**config.mk**
```make
export PLATFORM = sky130hd
export DESIGN_NAME = mts_ctrl
export DESIGN_NICKNAME = d
export VERILOG_FILES = /design/src/design/mts_pkg.sv /design/src/design/mts_ctrl.sv
export SDC_FILE = /design/constraint.sdc
export NUM_CORES = 1
export LEC_CHECK = 0
export BUFFER_PORTS_ARGS = -buffer_cell sky130_fd_sc_hd__buf_4
export CORE_AREA = 2 2 39 41
export DETAILED_ROUTE_END_ITERATION = 10
export DIE_AREA = 0 0 41 43
export GPL_TIMING_DRIVEN = 1
export PLACE_DENSITY = 0.3
export RECOVER_POWER = 100
export SKIP_CTS_REPAIR_TIMING = 1
export SLEW_MARGIN = 10
export SYNTH_ARGS = -nofsm -noshare
export SYNTH_HDL_FRONTEND = slang
export SYNTH_SLANG_ARGS = --single-unit
```
**constraint.sdc**
```tcl
create_clock -name clk_i -period 1 [get_ports clk_i]
set_clock_uncertainty 0.15 [all_clocks]
set_input_delay 0.3 -clock clk_i [delete_from_list [all_inputs] [get_ports clk_i]]
set_output_delay 0.3 -clock clk_i [all_outputs]
set_load 0.1 [all_outputs]
```
**src/design/mts_pkg.sv**
```systemverilog
package mts_pkg;

  localparam int unsigned DEPTH = 256;

  localparam int unsigned DATA_W = 32;

  // request kinds
  localparam logic REQ_PUSH = 1'b0;
  localparam logic REQ_POP  = 1'b1;

  // value reported for top and max when the stack is empty
  localparam logic signed [DATA_W-1:0] EMPTY_WORD = -32'sd1;

  typedef struct packed {
    logic push;  // apply a push request (or flag overflow when full)
    logic pop;   // apply a pop request
    logic fill;  // load the new top from the memory read data
  } cmd_t;

  typedef struct packed {
    logic needs_read;  // a pop now would leave entries that live in memory
  } status_t;

endpackage

```
**src/design/mts_ctrl.sv**
```systemverilog
module mts_ctrl (
  input  logic             clk_i,
  input  logic             rst_ni,
  input  logic             in_valid_i,
  output logic             in_stall_o,
  input  logic             req_type_i,
  output logic             out_valid_o,
  input  logic             out_stall_i,
  input  mts_pkg::status_t status_i,
  output mts_pkg::cmd_t    cmd_o
);

  localparam logic ST_IDLE = 1'b0;
  localparam logic ST_WAIT = 1'b1;

  logic state_q, state_d;
  logic out_valid_q, out_valid_d;
  logic accept;
  logic load_out;

  // output slot is free if empty or being drained this cycle
  assign in_stall_o = (state_q == ST_WAIT) || (out_valid_q && out_stall_i);
  assign accept     = in_valid_i && !in_stall_o;

  always_comb begin
    cmd_o      = '0;
    state_d    = state_q;
    case (state_q)
      ST_IDLE: begin
        if (accept) begin
          if (req_type_i == mts_pkg::REQ_PUSH) begin
            cmd_o.push = 1'b1;
          end else begin
            cmd_o.pop = 1'b1;
            if (status_i.needs_read) begin
              state_d = ST_WAIT;
            end
          end
        end
      end
      ST_WAIT: begin
        cmd_o.fill = 1'b1;
        state_d    = ST_IDLE;
      end
      default: begin
        state_d = ST_IDLE;
      end
    endcase
  end

  assign load_out = cmd_o.push || cmd_o.fill || (cmd_o.pop && !status_i.needs_read);

  always_comb begin
    if (load_out) begin
      out_valid_d = 1'b1;
    end else begin
      out_valid_d = out_valid_q && out_stall_i;
    end
  end

  always_ff @(posedge clk_i or negedge rst_ni) begin
    if (!rst_ni) begin
      state_q     <= ST_IDLE;
      out_valid_q <= 1'b0;
    end else begin
      state_q     <= state_d;
      out_valid_q <= out_valid_d;
    end
  end

  assign out_valid_o = out_valid_q;

`ifndef SYNTHESIS
  a_pop_read_waits: assert property (@(posedge clk_i) disable iff (!rst_ni)
    (cmd_o.pop && status_i.needs_read) |=> (state_q == ST_WAIT && !out_valid_q))
    else $error("pop needing a read did not enter wait");
  a_wait_delivers: assert property (@(posedge clk_i) disable iff (!rst_ni)
    (state_q == ST_WAIT) |=> (state_q == ST_IDLE && out_valid_q))
    else $error("wait state did not produce an item");
  a_push_delivers: assert property (@(posedge clk_i) disable iff (!rst_ni)
    cmd_o.push |=> out_valid_q)
    else $error("push did not produce an item");
`endif

endmodule

```
==> implementation parameters, run 1 <==
Parameter                              Value

Power
  Sequential Power Share    18.2%
  Logic gate share of total power    44.2%
  Static power due to leakage    between 0.15 and 0.2 nW
  Clock Power Share    37.6%
  Largest vdd supply drop    0.455 mV
  Net switching power    roughly 210 uW
  Proportion of total power due to net switching    a little under two fifths
  Final total power    about 530 uW
  Internal power summed over all cells    330 uW
  Pwr/cell area    1520 nW/um2

Critical path
  Required time of the critical path    around 550 ps
  Flop-to-flop setup slack    -160 ps
  Endpoint kind of the worst setup timing path    output pin
  Worst-path cell with the longest stage delay    dfrtp_4
  Family of cells with the greatest summed delay on the critical path    flip-flops
  Sequence of cells on the critical path    nand2_4 -> and4b_2 -> buf_12
  Crit Path Class    flip-flop to output pin
  Data arrival time of the worst path    approximately 1200 ps
  Number of buffer and inverter instances along the worst setup path    1
  CP Launch Type    flip-flop
  Critical path fanouts, max    3
  Max incr delay on CP    490 ps

Layout
  Synthesis-to-layout area growth    174%
  Commonest non-fill, non-tap cell in the layout    buf_4
  Antenna cells    0
  Final Net Count    36
  Highest-count cells in the layout ignoring fill and taps    buf_4, buf_12, clkbuf_4
  Post-layout util    25.5%
  Filler-free cell count of the finished design    45
  Share of post-route cells with drive strength above 1    79.3%

STA
  Crit share post-route    166%
  Final max-slew violation count    0
  Max Clock Freq    604 MHz
  Final TNS setup    -2880 ps
  Final-report hold violation count    0
  Final worst path period need    between 1500 and 2000 ps
  Setup repair after global routing missed its margin    yes
  Worst slew slack as a fraction of its limit    81.6%
  Slew at the pin closest to its max-slew limit    around 280 ps
  Worst-case hold slack    221 ps
  Finish-stage setup viols    7
  Minimum setup slack in the final design    -656 ps

Route
  Vias after detailed routing    roughly 140
  Total Routed Length    389 um
  Detailed router's first-iteration violation count    3
  Post-route ant nets    0
  Avg Vias per Cell    3.18
  DRC violation count after routing    0
  First drt pass iteration count    2
  Wirelength per Cell    a little under 9 um

Floorplanning
  Die Outline Area    1760 um2
  Die span in x    41 um
  Core region area    1380 um2
  I/O pin cnt    11
  Starting density of the core    9.31%
  Site row count    14
  Die span in y    ~43 um

Clock network
  Number of sinks on the clock net    2
  CTS Buffer Depth    2
  Skew-Pair Late Insertion Delay    ~230 ps
  Number of levels the H-tree was split into    1
  CTS clk-pin slew, worst paths    40 ps
  TritonCTS clock tree    done
  CTS Root Buffer Type    clkbuf_4
  Inserted Clock Buffers    3

Status
  Violated checks    setup timing
  Result of the run    finished with violations

Yosys
  Synthesized cell area    ~130 um2
  Flop and latch count out of synthesis    2
  Post-synth cell types    7
  Total of warnings raised by yosys    0
  Syn_area_per_cell    11.7 um2
  Synthesized instance count    11
  Share of the yosys chip area belonging to registers    38.8%
  Synthesized netlist net count    17

Global routing
  Global routing usage summed across all routing layers    5.92%
  Pin count of the biggest net entering global routing    5
  Initial antenna violation count    0
  Gr ovfl total    0
  Number of global-route vias before repair    150
  Global-route wire length before repair    607 um

Place
  Cell count after placement    40
  Routability cong.    0.551
  Number of port buffers    10

Run
  Max-cap viol count    0

Hold path
  Worst hold path type    primary input to flip-flop
==> path summary, 6_finish.rpt <==
kind                             start           to  depth (start not counted)
setup / recovery           out_valid_o     cmd_o[1]                          3
hold / removal                status_i      state_q                          3
setup reg to reg           out_valid_o  out_valid_o                          2
hold reg to reg            out_valid_o      state_q                          2
max in group asynchronous       rst_ni  out_valid_o                          2
min in group asynchronous       rst_ni  out_valid_o                          2
==> synth_stat cells <==
cell type  number  share of area, %
nand2_1         2               5.8
buf_4           1               5.8
dfrtp_1         2                39
nand2b_4        1                11
a21o_1          2                12
nor3b_2         2                19
and4b_1         1               7.8
==> per-layer routing <==
layer	vias to the layer above	part of all wire, %	global-route usage (%)	wire length [um]
met4	0	0	8.00	0
met2	11	40	5.63	157
met3	0	14	3.14	53
met5	-	0	0	0
met1	59	46	7.40	178
li1	73	-	-	-
==> tightest hold or removal path, delay by kind of cell <==
| kind | cells | cell delay [ps] |
|---|---|---|
| simple gates | 2 | 140 |
| buf+inv | 1 | 110 |
==> metrics by stage <==
step	worst slack (ps)	instance area, um2
after floorplan	-1010	156
after global placement	-498	262
after detailed placement	-503	262
after CTS	-759	288
after global routing	-716	353
final	-656	353
==> sequential cells by signal, summed over array words and instances, names as in the netlist <==
name,cells
out_valid_o,1
state_q,1
==> kinds of logic after synthesis <==
group	count (synthesis)	synth area share (%)
AO/OA/AOI/OAI	2	11.6
AND/OR/NAND/NOR	6	43.7
buffers and inverters	1	5.83
flip-flops	2	38.8
==> power groups by stage <==
stage | clock network [mW] | logic, mW | registers [mW]
3_3_place_gp | 0 | 0.198 | 0.0967
5_1_grt | 0.222 | 0.246 | 0.0985
2_1_floorplan | 0 | 0.115 | 0.128
3_5_place_dp | 0 | 0.199 | 0.0967
4_1_cts | 0.215 | 0.199 | 0.0957
6_report | 0.201 | 0.236 | 0.0972
==> cell type report <==
cell class / count / area, um2
fill: 143 / 1030
timing repair buffer: 15 / 165
sequential: 2 / 53.8
clock buffer: 4 / 26.3
tap: 16 / 20.0
multi-input combinational: 8 / 87.6
No activity file was read; power rests on OpenSTA's default activity.
==> inputs of run 2 (changes only) <==
- SKIP_CTS_REPAIR_TIMING: 1 -> unset
==> run 2 against run 1 <==
  * Register-to-register slack better by 20 ps
  * Combinational power is 18% higher
  * Power is 8.0% higher
  * Utilization is 4.3 points higher
  * The flow still finishes with violations (setup timing)
  * Critical path type unchanged
  * First-iteration DRC count stayed put
  * Final cell count is 8.9% higher
  * Clock power hardly changed
  * Count of clock-buffer cells in the layout stayed put
==> implementation parameters, run 2 (same netlist as run 1, synthesis figures left out) <==
Parameter                              Value

Layout
  Area taken by flip-flops and latches    53.8 um2 (unchanged)
  Highest-count cells in the layout ignoring fill and taps    buf_4, buf_12, buf_6
  Number of fill cells in the layout    138 (-3.5%)
  Final instance area    413 um2 (+17%)
  Share of post-route cells with drive strength above 1    81.8% (+2.5 points)
  Final Net Count    40 (+11%)
  Area used by multi-input combinational logic    93.8 um2 (+7.1%)
  Post-layout util    29.8% (+4.3 points)
  Commonest non-fill, non-tap cell in the layout    buf_4
  Synthesis-to-layout area growth    220%
  Antenna cells    0 (unchanged)

Clock network
  Number of sinks on the clock net    2 (unchanged)
  Skew-Pair Late Insertion Delay    230 ps (about the same)
  TritonCTS clock tree    done
  Number of levels the H-tree was split into    1 (unchanged)
  CTS clk-pin slew, worst paths    40 ps (about the same)
  CTS Buffer Depth    2 (unchanged)
  Inserted Clock Buffers    3 (unchanged)
  CTS Root Buffer Type    clkbuf_4

Global routing
  Initial antenna violation count    0 (unchanged)
  Global-route wire length before repair    731 um (+20%)
  Gr ovfl total    0 (unchanged)
  Pin count of the biggest net entering global routing    5 (unchanged)
  Global routing usage summed across all routing layers    6.93% (+1.0 points)
  Number of global-route vias before repair    173 (+15%)

Floorplanning
  I/O pin cnt    11 (unchanged)
  Starting density of the core    9.31% (unchanged)
  Die span in x    41 um (unchanged)
  Die span in y    43 um (unchanged)
  Core region area    1380 um2 (unchanged)
  Site row count    14 (unchanged)
  Die Outline Area    1760 um2 (unchanged)

Critical path
  FF-to-FF Start    out_valid_o
  Required time of the critical path    550 ps (about the same)
  Endpoint kind of the worst setup timing path    output pin
  CP Launch Type    flip-flop
  Crit Path Class    flip-flop to output pin
  Data arrival time of the worst path    1220 ps (about the same)
  Critical path fanouts, max    3 (unchanged)
  Flop-to-flop setup slack    -140 ps (+20 ps)
  Path depth of the worst reg2reg path    2 (unchanged)
  End of the worst register-to-register path    out_valid_o

Status
  Violated checks    setup timing
  Result of the run    finished with violations

STA
  Worst slew slack as a fraction of its limit    86.8% (+5.2 points)
  Finish-stage setup viols    7 (unchanged)
  Final worst path period need    1670 ps (+16.1 ps)
  Slew at the pin closest to its max-slew limit    198 ps (-80.7 ps)
  Final max-slew violation count    0 (unchanged)
  Crit share post-route    167% (+1.6 points)
  Final-report hold violation count    0 (unchanged)
  Minimum setup slack in the final design    -672 ps (-16.1 ps)
  Max Clock Freq    598 MHz (-0.96%)
  Setup repair after global routing missed its margin    yes

Place
  Number of port buffers    10 (unchanged)
  Worst setup slack before clock tree synthesis    -503 ps (unchanged)
  Routability cong.    0.551 (unchanged)
  Placed instance area    262 um2 (unchanged)

Route
  Detailed router's first-iteration violation count    3 (unchanged)
  First drt pass iteration count    2 (unchanged)
  Wirelength per Cell    10.2 um (+18%)
  Post-route ant nets    0 (unchanged)
  Avg Vias per Cell    3.43 (+7.9%)
  Total Routed Length    498 um (+28%)
  DRC violation count after routing    0 (unchanged)
  Vias after detailed routing    168 (+17%)

Run
  Max-cap viol count    0 (unchanged)

Power
  Pwr/cell area    1400 nW/um2 (-7.7%)
  Static power due to leakage    0.193 nW (+17%)
  Largest vdd supply drop    0.477 mV (+4.8%)

Hold path
  Worst hold path type    primary input to async pin
run 2: worst max path at each step:
stage / from / depth (start not counted) / endpoint
2_1_floorplan: out_valid_o / 2 / cmd_o[2]
3_3_place_gp: out_valid_o / 3 / cmd_o[1]
3_5_place_dp: out_valid_o / 3 / cmd_o[1]
4_1_cts: out_valid_o / 3 / cmd_o[1]
5_1_grt: state_q / 3 / cmd_o[2]
6_report: out_valid_o / 3 / cmd_o[2]
run 2: per-layer routing:
| layer | track usage [%] | vias to the layer above | share of wire (%) |
|---|---|---|---|
| met5 | 0 | - | 0 |
| met4 | 8.00 | 0 | 0 |
| met3 | 3.66 | 0 | 11 |
| met2 | 7.81 | 11 | 51 |
| met1 | 8.04 | 75 | 39 |
| li1 | - | 82 | - |
run 2: layout make-up:
type                    instances  share of cell area, %
flip-flops and latches          2                   13.0
well taps                      16                   4.85
clock buffers                   4                   6.36
repair buffers                 19                   53.0
multi-input cells               8                   22.7
run 2: power breakdown:
part	switching [mW]	total, mW	leakage [nW]	internal (mW)
sequential	0.00784	0.0979	0.0241	0.0901
combinational	0.155	0.278	0.154	0.123
clock	0.0526	0.201	0.0150	0.149
run 2: worst max-delay path, stage by stage, from the launching register on:
cell and delay, ps:
dfrtp_4 490, nand2_4 70, nor3b_4 220, buf_12 200
run 2: timing repair:
item	4_1_cts	5_1_grt
setup buffers	4	3
hold buffers	1	0
gates resized for setup	17	5
hold endpoints to repair	2	0
pin swaps	2	1
endpoints found under the setup margin	7	7
run 2: per-stage QoR:
stage / hold WS [ps] / cells / power, mW / setup TNS (ps)
2_1_floorplan: -146 / 11 / 0.243 / -3050
3_3_place_gp: -67.3 / 40 / 0.295 / -1980
3_5_place_dp: -65.3 / 40 / 0.295 / -1960
4_1_cts: 215 / 47 / 0.570 / -3080
5_1_grt: 235 / 49 / 0.609 / -3590
6_report: 228 / 49 / 0.577 / -3290
